--- src/hw/rtl/tqfp_pkg.sv ---
package tqfp_pkg;

  localparam logic [7:0] QUOTE_CHAR = 8'h22;
  localparam logic [7:0] ROW_SEP_RESET = 8'h0a;
  localparam logic [7:0] COL_SEP_RESET = 8'h09;

  localparam int CFG_INDEX_W = 8;

  typedef logic [CFG_INDEX_W-1:0] cfg_index_t;

  localparam cfg_index_t CFG_ROW_SEPARATOR = 8'd0;
  localparam cfg_index_t CFG_COLUMN_SEPARATOR = 8'd1;

  typedef struct packed {
    logic in_quotes;
    logic quote_pending;
    logic field_nonempty;
    logic row_has_cells;
  } parse_state_t;

  typedef struct packed {
    logic       emit;
    logic [7:0] out_byte;
    logic       byte_valid;
    logic       field_done;
    logic       row_done;
  } parse_result_t;

endpackage

--- src/hw/rtl/tqfp_if.sv ---
interface tqfp_item_if;
  logic       valid;
  logic       ready;
  logic [7:0] in_byte;
  logic       end_of_data;

  modport source (output valid, output in_byte, output end_of_data, input ready);
  modport sink (input valid, input in_byte, input end_of_data, output ready);
endinterface

interface tqfp_result_if;
  logic       valid;
  logic       ready;
  logic [7:0] out_byte;
  logic       byte_valid;
  logic       field_done;
  logic       row_done;

  modport source (
    output valid, output out_byte, output byte_valid, output field_done,
    output row_done, input ready
  );
  modport sink (
    input valid, input out_byte, input byte_valid, input field_done,
    input row_done, output ready
  );
endinterface

interface tqfp_cfg_if;
  logic       valid;
  logic       ready;
  logic [7:0] index;
  logic [7:0] data;

  modport source (output valid, output index, output data, input ready);
  modport sink (input valid, input index, input data, output ready);
endinterface

--- src/hw/rtl/tqfp_step.sv ---
module tqfp_step (
  input  tqfp_pkg::parse_state_t  st,
  input  logic [7:0]              in_byte,
  input  logic                    end_of_data,
  input  logic [7:0]              row_separator,
  input  logic [7:0]              column_separator,
  output tqfp_pkg::parse_state_t  st_next,
  output tqfp_pkg::parse_result_t res
);
  import tqfp_pkg::*;

  logic quoted;
  logic taken;

  always_comb begin
    st_next = st;
    res = '0;
    quoted = st.in_quotes;
    taken = 1'b0;
    if (end_of_data) begin
      if (st.field_nonempty) begin
        res.emit = 1'b1;
        res.field_done = 1'b1;
        res.row_done = 1'b1;
      end else if (st.row_has_cells) begin
        // trailing empty field is dropped, only the row closes
        res.emit = 1'b1;
        res.row_done = 1'b1;
      end
      st_next = '0;
    end else begin
      // a held quote is resolved by this byte
      if (st.quote_pending) begin
        st_next.quote_pending = 1'b0;
        if (in_byte == QUOTE_CHAR) begin
          res.emit = 1'b1;
          res.out_byte = in_byte;
          res.byte_valid = 1'b1;
          st_next.field_nonempty = 1'b1;
          taken = 1'b1;
        end else begin
          quoted = 1'b0;
          st_next.in_quotes = 1'b0;
        end
      end
      if (!taken) begin
        if (quoted) begin
          if (in_byte == QUOTE_CHAR) begin
            st_next.quote_pending = 1'b1;
          end else begin
            res.emit = 1'b1;
            res.out_byte = in_byte;
            res.byte_valid = 1'b1;
            st_next.field_nonempty = 1'b1;
          end
        end else if (in_byte == QUOTE_CHAR) begin
          if (!st.field_nonempty) begin
            st_next.in_quotes = 1'b1;
          end else begin
            res.emit = 1'b1;
            res.out_byte = in_byte;
            res.byte_valid = 1'b1;
          end
        end else if (in_byte == column_separator) begin
          res.emit = 1'b1;
          res.field_done = 1'b1;
          st_next.field_nonempty = 1'b0;
          st_next.row_has_cells = 1'b1;
        end else if (in_byte == row_separator) begin
          res.emit = 1'b1;
          res.field_done = 1'b1;
          res.row_done = 1'b1;
          st_next.field_nonempty = 1'b0;
          st_next.row_has_cells = 1'b0;
        end else begin
          res.emit = 1'b1;
          res.out_byte = in_byte;
          res.byte_valid = 1'b1;
          st_next.field_nonempty = 1'b1;
        end
      end
    end
  end

endmodule

--- src/hw/rtl/tsv_quoted_field_parser_core.sv ---
// each result is registered, in the cycle after its input transaction
// throughput: one byte per cycle unless stalled; the state is four flag bits updated in one step
// an item that produces no result (opening or held quote, empty end of data) just updates state
// the next item is taken while a result waits, as long as the result register is free or drains
// reset (synchronous, active high) clears the parse flags and the result valid flag and
// loads the separators with newline and tab
module tsv_quoted_field_parser_core (
  input  logic          clk,
  input  logic          rst,
  tqfp_item_if.sink     item,
  tqfp_result_if.source result,
  tqfp_cfg_if.sink      cfg
);
  import tqfp_pkg::*;

  parse_state_t  st;
  parse_state_t  st_next;
  parse_result_t res;
  logic [7:0]    row_separator;
  logic [7:0]    column_separator;
  logic          res_valid;
  logic [7:0]    res_byte;
  logic          res_byte_valid;
  logic          res_field_done;
  logic          res_row_done;
  logic          accept;

  tqfp_step u_step (
    .st               (st),
    .in_byte          (item.in_byte),
    .end_of_data      (item.end_of_data),
    .row_separator    (row_separator),
    .column_separator (column_separator),
    .st_next          (st_next),
    .res              (res)
  );

  assign item.ready = !res_valid || result.ready;
  assign accept = item.valid && item.ready;
  assign cfg.ready = 1'b1;

  always_ff @(posedge clk) begin
    if (rst) begin
      row_separator <= ROW_SEP_RESET;
      column_separator <= COL_SEP_RESET;
    end else if (cfg.valid) begin
      unique case (cfg.index)
        CFG_ROW_SEPARATOR:    row_separator <= cfg.data;
        CFG_COLUMN_SEPARATOR: column_separator <= cfg.data;
        default: ;
      endcase
    end
  end

  always_ff @(posedge clk) begin
    if (rst) begin
      st <= '0;
    end else if (accept) begin
      st <= st_next;
    end
  end

  always_ff @(posedge clk) begin
    if (rst) begin
      res_valid <= 1'b0;
    end else if (accept) begin
      res_valid <= res.emit;
    end else if (result.ready) begin
      res_valid <= 1'b0;
    end
  end

  always_ff @(posedge clk) begin
    if (accept && res.emit) begin
      res_byte <= res.out_byte;
      res_byte_valid <= res.byte_valid;
      res_field_done <= res.field_done;
      res_row_done <= res.row_done;
    end
  end

  assign result.valid = res_valid;
  assign result.out_byte = res_byte;
  assign result.byte_valid = res_byte_valid;
  assign result.field_done = res_field_done;
  assign result.row_done = res_row_done;

  // a held quote only exists inside a quoted section
  a_pending_in_quotes: assert property (@(posedge clk) disable iff (rst)
    st.quote_pending |-> st.in_quotes)
    else $error("quote pending outside quoted section");

  // content bytes never carry field or row marks
  a_content_no_marks: assert property (@(posedge clk) disable iff (rst)
    (res_valid && res_byte_valid) |-> (!res_field_done && !res_row_done))
    else $error("content byte carries a field or row mark");

  // end of data leaves the parser clean
  a_eod_clears: assert property (@(posedge clk) disable iff (rst)
    (accept && item.end_of_data) |=> (st == '0))
    else $error("state not cleared after end of data");

  // a field mark without row mark only comes from a column separator
  a_field_only_row_cells: assert property (@(posedge clk) disable iff (rst)
    (accept && res.emit && res.field_done && !res.row_done) |=> st.row_has_cells)
    else $error("field closed without row holding cells");

endmodule
--- src/flat_wrapper.sv ---
// flat-port wrapper written by rule: the top's interface ports become plain ports
module tsv_quoted_field_parser_core_flat import tqfp_pkg::*;
  (clk, rst, item_valid, item_in_byte, item_end_of_data, item_ready, result_valid, result_out_byte, result_byte_valid, result_field_done, result_row_done, result_ready, cfg_valid, cfg_index, cfg_data, cfg_ready);
  tqfp_item_if item_i ();
  tqfp_result_if result_i ();
  tqfp_cfg_if cfg_i ();
  input  logic clk;
  input  logic rst;
  input wire logic [$bits(item_i.valid)-1:0] item_valid;
  input wire logic [$bits(item_i.in_byte)-1:0] item_in_byte;
  input wire logic [$bits(item_i.end_of_data)-1:0] item_end_of_data;
  output wire logic [$bits(item_i.ready)-1:0] item_ready;
  output wire logic [$bits(result_i.valid)-1:0] result_valid;
  output wire logic [$bits(result_i.out_byte)-1:0] result_out_byte;
  output wire logic [$bits(result_i.byte_valid)-1:0] result_byte_valid;
  output wire logic [$bits(result_i.field_done)-1:0] result_field_done;
  output wire logic [$bits(result_i.row_done)-1:0] result_row_done;
  input wire logic [$bits(result_i.ready)-1:0] result_ready;
  input wire logic [$bits(cfg_i.valid)-1:0] cfg_valid;
  input wire logic [$bits(cfg_i.index)-1:0] cfg_index;
  input wire logic [$bits(cfg_i.data)-1:0] cfg_data;
  output wire logic [$bits(cfg_i.ready)-1:0] cfg_ready;
  assign item_i.valid = item_valid;
  assign item_i.in_byte = item_in_byte;
  assign item_i.end_of_data = item_end_of_data;
  assign item_ready = item_i.ready;
  assign result_valid = result_i.valid;
  assign result_out_byte = result_i.out_byte;
  assign result_byte_valid = result_i.byte_valid;
  assign result_field_done = result_i.field_done;
  assign result_row_done = result_i.row_done;
  assign result_i.ready = result_ready;
  assign cfg_i.valid = cfg_valid;
  assign cfg_i.index = cfg_index;
  assign cfg_i.data = cfg_data;
  assign cfg_ready = cfg_i.ready;
  tsv_quoted_field_parser_core u_core (.clk(clk), .rst(rst), .item(item_i), .result(result_i), .cfg(cfg_i));
endmodule
--- config.mk ---
export PLATFORM = sky130hd
export DESIGN_NAME = tsv_quoted_field_parser_core_flat
export DESIGN_NICKNAME = d
export VERILOG_FILES = /design/src/hw/rtl/tqfp_pkg.sv /design/src/hw/rtl/tqfp_if.sv /design/src/hw/rtl/tqfp_step.sv /design/src/hw/rtl/tsv_quoted_field_parser_core.sv /design/src/flat_wrapper.sv
export SDC_FILE = /design/constraint.sdc
export NUM_CORES = 1
export LEC_CHECK = 0
export BUFFER_PORTS_ARGS = -buffer_cell sky130_fd_sc_hd__buf_2
export CAP_MARGIN = 20
export CORE_UTILIZATION = 55
export DETAILED_ROUTE_END_ITERATION = 10
export PLACE_DENSITY = 0.84
export SYNTH_ARGS = -nofsm -noshare
export SYNTH_HDL_FRONTEND = slang
export SYNTH_SLANG_ARGS = --single-unit
--- constraint.sdc ---
create_clock -name clk -period 3.5 [get_ports clk]
set_input_delay 0.7 -clock clk [delete_from_list [all_inputs] [get_ports clk]]
set_output_delay 0.7 -clock clk [all_outputs]
set_load 0.03 [all_outputs]
; After elaboration in Yosys (flattened, before gate mapping)
; Cells that the tools add are included.
[word_totals]
inputBits = 30
out_inout_bits = 14
regBits = 32
wordCells = 71
[classes]
eq_ne = 7
n_reduce_logical = 10
n_mux = 43
[op_table]
columns = op, n
row1 = two-way mux 10 bit, 6
row2 = two-way mux 1 bit, 25
row3 = two-way mux 9 bit, 2
row4 = == test 8 bit, 2
row5 = two-way mux 12 bit, 1
row6 = two-way mux 2 bit, 6
row7 = == test 8 x 1 -> 1 bit (second input constant), 1
row8 = == test 8 x 6 -> 1 bit (second input constant), 1
row9 = zero test 8 bit, 1
row10 = two-way mux 4 bit, 2
row11 = inequality test 2 bit (second input constant), 3
row12 = AND reduction 5 bit, 1
row13 = AND reduction 2 bit, 2
row14 = two-way mux 3 bit, 1
row15 = nonzero test 3 bit, 1
row16 = logical AND 1 bit, 2
row17 = nonzero test 2 bit, 1
row18 = zero test 1 bit, 1
row19 = logical OR 1 bit, 1

; Longest topological paths before layout
[depth]
ltp_word = 10
depth_mapped = 6
mapped_depth_nobuf = 5

; By module
; From an unflattened synthesis, not the netlist that was laid out.
[hier_totals]
hier_cells = 165
area_unflattened_um2 = 1701.6
[by_module_without_submodules]
columns = module, area_per_inst_um2, cells_each, n_inst
row1 = tsv_quoted_field_parser_core, 1234.9, 105, 1
row2 = tqfp_step, 466.7, 60, 1

; Least setup slack after synthesis
; Ideal clock, no wire load.
[synth_timing]
path_type = input to register
from = input port item_in_byte[7]
to = register u_core.res_byte_valid (netlist: u_core.result.byte_valid), enable pin
n_path_buf = 0
cell_stages = 5
required_ps = 3210
t_arrival_ps = 1871
slack_ps = 1339
path_cell_list = nor4b_1 > nand2_1 > or3_1 > o21ai_0 > nor2_1
[synth_via]
elab_chain_cells = 9
elab_cells_between_ends = 16
classes_between = eq/ne (1) / mux (14) / reduce/logical (1)
[synth_lines]
columns = item, line_no
row1 = from (decl), flat_wrapper.sv:10  ; input wire logic [$bits(item_i.in_byte)-1:0] item_in_byte;
row2 = == test 8 x 6 -> 1 bit *, "tqfp_step.sv:35, tqfp_step.sv:48, tqfp_step.sv:56"
row3 = two-way mux 10 bit, tqfp_step.sv:35  ; if (in_byte == QUOTE_CHAR) begin
row4 = two-way mux 10 bit, tqfp_step.sv:33  ; if (st.quote_pending) begin
row5 = two-way mux 10 bit, tqfp_step.sv:57  ; if (!st.field_nonempty) begin
row6 = two-way mux 10 bit, tqfp_step.sv:56  ; end else if (in_byte == QUOTE_CHAR) begin
row7 = two-way mux 10 bit, tqfp_step.sv:47  ; if (quoted) begin
row8 = two-way mux 12 bit *, tqfp_step.sv:46  ; if (!taken) begin
row9 = two-way mux 1 bit *, tqfp_step.sv:20  ; if (end_of_data) begin
row10 = logical AND 1 bit *, tsv_quoted_field_parser_core.sv:74  ; if (accept && res.emit) begin
row11 = to (signal assigned), tsv_quoted_field_parser_core.sv:76  ; res_byte_valid <= res.byte_valid;
row12 = to (decl), tsv_quoted_field_parser_core.sv:23  ; logic res_byte_valid;
; Mark *: on every way between the ends. The rest lies on a longest branch, timed or not. The select of a mux whose other input is x is not followed.
; A chain may end at the register's enable or synchronous reset.

; Worst setup path after layout
[layout_timing]
from = input port item_in_byte[7]
to = register u_core.res_byte[3] (netlist: u_core.result.out_byte[3]), enable pin
[layout_via]
elab_chain_cells = 9
elab_cells_between_ends = 16
classes_between = eq/ne (1) / mux (14) / reduce/logical (1)
[layout_lines]
columns = item, line_no
row1 = == test 8 x 6 -> 1 bit *, "tqfp_step.sv:35, tqfp_step.sv:48, tqfp_step.sv:56"
row2 = two-way mux 10 bit, tqfp_step.sv:35
row3 = two-way mux 10 bit, tqfp_step.sv:33
row4 = two-way mux 10 bit, tqfp_step.sv:57
row5 = two-way mux 10 bit, tqfp_step.sv:56
row6 = two-way mux 10 bit, tqfp_step.sv:47
row7 = two-way mux 12 bit *, tqfp_step.sv:46
row8 = two-way mux 1 bit *, tqfp_step.sv:20
row9 = logical AND 1 bit *, tsv_quoted_field_parser_core.sv:74
row10 = to (signal assigned), tsv_quoted_field_parser_core.sv:75  ; res_byte <= res.out_byte;
row11 = to (decl), tsv_quoted_field_parser_core.sv:22  ; logic [7:0] res_byte;
; Marked as above.

==> flow_summary.yaml <==
cts:
  cts.sinks: 32
  numCtsBuffers: 5
  ctsResizeCount: 0
  holdBufCountCts: 0
  tritoncts: "done"
  clk_latency_ns: 0.32
  path_clk_slew_ns: 0.08
  cts-root-buf: "clkbuf_4"
  post_cts_buffers: 0
  ctsLongestPathBuffers: 2
  htreeDepth: 2
cells_and_area:
  area_growth_pct: 16.3
  antennaDiodeCount: 0
  nets: 229
  drive_gt1_frac: 0.261
critical_path:
  slowest_delay_ns: 0.41
  cp_num_cells: 6
  cp-start-kind: "input port"
  worst-path-buf-inv: 1
  r2r_cells: 5
  crit_slowest_cell: "or3_1"
  criticalPathCategory: "in -> reg"
  critical_path_required_ns: 3.53
  cp_top_family: "simple AND/OR/NAND/NOR gates"
  cp_cell_sequence: "buf_2 -> nor4b_1 -> nand2_1 -> or3_1 -> o21ai_0 -> nor2_1"
  cp-end-kind: "register"
  crit_path_max_fanout: 11
  crit_arrival_ns: 2.22
grt:
  grtUsageTotal: 0.216
  grt_pass1_vias: 1244
  overflow: 0
  grt_pass1_wl_mm: 5.24
  grt_start_max_net_pins: 23
  antenna_found_initial: 0
die:
  die_h_um: 55.4
  coreArea_um2: 2730
  die_area_um2: 3070
  num_rows: 19
  initial_utilization: 0.574
  die_w_um: 55.4
  ioPinCount: 44
timing:
  clock_skew_ns: 0.00837
  rsz0062_at_grt: "false"
  worst_pin_slew_ns: 0.815
  fin_tns_setup_ns: 0
  finalHoldViolCount: 0
  holdWs_ns: 0.514
  fmax_mhz: 456
  relSlewSlack: 0.455
  period_share: 0.626
  period_needed_ns: 2.19
  slew_viol_final: 0
  setup_viol: 0
place:
  globalplace.congestion: 0.917
  portBuffers: 42
  dp_hpwl_mm: 2.35
power:
  p_leak_nw: 0.732
  powerDensity_nw_per_um2: 368
  vdd_ir_drop_max_mv: 0.360
logic_synthesis:
  synth_area_leaders: "dfxtp_1 27%, edfxtp_1 21%, xnor2_1 8.9%, mux2i_1 7.7%, nor2_1 5.5%"
  syn_avg_cell_area_um2: 9.99
  ys_seq_area_frac: 0.478
  yosysWarningCount: 0
  yosys.area.top_type: "dfxtp_1"
  synth.distinct_cells: 38
  synth_area_um2: 1570
  synth_top_area_frac: 0.268
  syn_nets: 187
  synthCells: 157
  ys_seq_elements: 32
detailed_routing:
  drtAntennaViolNets: 0
  drt_iter0_drc: 49
  drc: 0
  vias_per_cell: 5.55
  wirelength_mm: 2.98
  vias: 1276
  dr.pass1.iters: 4
  drt-wirelength-per-cell_um: 13.0
min_path:
  hp-class: "reg -> reg"
  min_path_cells: 1
flow_run:
  max_cap_violations: 0
status:
  status: "finished, final reports clean"
## area by class of cell
type	instances	area, um^2
Multi-Input combinational cell	115	768
Tap cell	31	38.8
Inverter	3	11.3
Timing Repair Buffer	42	210
Clock buffer	7	45.0
Fill cell	223	910
Sequential cell	32	751
## cell usage after synthesis, drive strengths merged
master	n
nor3	5
nand2	6
nor3b	6
nor4b	3
nand3	1
clkbuf	3
edfxtp	11
dfxtp	21
conb	1
a211o	4
a21oi	5
o21a	2
nand3b	1
nor2b	3
buf	4
nand2b	2
a221o	1
mux2	1
a221oi	1
mux2i	12
o31ai	1
or2	1
nand4	5
o211ai	2
or4	2
or3	1
and4b	1
xnor2	16
nor2	24
o21ai	6
inv	3
and2	2
## registers in the layout (all words and copies together) (netlist names)
name	flops
u_core.result.valid	1
u_core.result.out_byte	8
u_core.result.byte_valid	1
u_core.result.field_done	1
u_core.result.row_done	1
u_core.row_separator	8
u_core.st	4
u_core.column_separator	8
## path summary, 6_finish.rpt
| kind | startpoint | endpoint | slack, ns |
|---|---|---|---|
| worst max-delay path | item_in_byte[7] | u_core.result.out_byte[3]$_SDFFCE_PP0P_ | 1.31 |
| worst min-delay path | u_core.column_separator[3]$_SDFFE_PP1P_ | u_core.column_separator[3]$_SDFFE_PP1P_ | 0.51 |
| worst max register to register | u_core.st[1]$_SDFFE_PP0P_ | u_core.result.out_byte[3]$_SDFFCE_PP0P_ | 1.62 |
| worst min register to register | u_core.column_separator[3]$_SDFFE_PP1P_ | u_core.column_separator[3]$_SDFFE_PP1P_ | 0.51 |
## cells by family (layout without fill, tap and decap cells)
family                 count (synthesis)  count (layout)  share of synthesized area
AND/OR/NAND/NOR                       63              63                      0.221
other                                  1               1                    0.00239
buffers and inverters                 10              52                     0.0319
AO/OA/AOI/OAI                         22              22                     0.0933
flip-flops                            32              32                      0.478
XOR/XNOR                              16              16                     0.0893
multiplexers                          13              13                     0.0837
## layout by cell type (no fill, tap or decap), drive strengths merged, types with 4 or more instances in the layout
master	instances
edfxtp	11
nand2	6
nor2	24
a211o	4
xnor2	16
buf	42
dfxtp	21
clkbuf	7
o21ai	6
nor3	5
a21oi	5
mux2i	12
nor3b	6
nand4	5
## per-layer routing
layer	track usage	routed length [um]	vias up
met5	0	0	-
met4	0.0750	26	0
met3	0.0539	181	2
met2	0.372	1490	50
met1	0.263	1280	584
li1	-	-	640
## report_power, final
group	switching (mW)	total (mW)	internal, mW
Sequential	0.00314	0.398	0.395
Combinational	0.0569	0.0916	0.0346
Clock	0.106	0.182	0.0756
Total	0.166	0.672	0.505
## through the flow
| step | area (um^2) | utilization | setup slack [ns] | instances | total power, mW |
|---|---|---|---|---|---|
| detailed placement | 1780 | 0.651 | 0.951 | 223 | 0.498 |
| global route | 1820 | 0.667 | 1.05 | 230 | 0.702 |
| finish | 1820 | 0.667 | 1.31 | 230 | 0.672 |
| floorplan | 1570 | - | 1.34 | 157 | 0.463 |
| global placement | 1780 | 0.651 | 1.05 | 223 | 0.496 |
| CTS | 1820 | 0.667 | 1.30 | 230 | 0.677 |
Note: power is estimated with default switching activity, not from simulation.
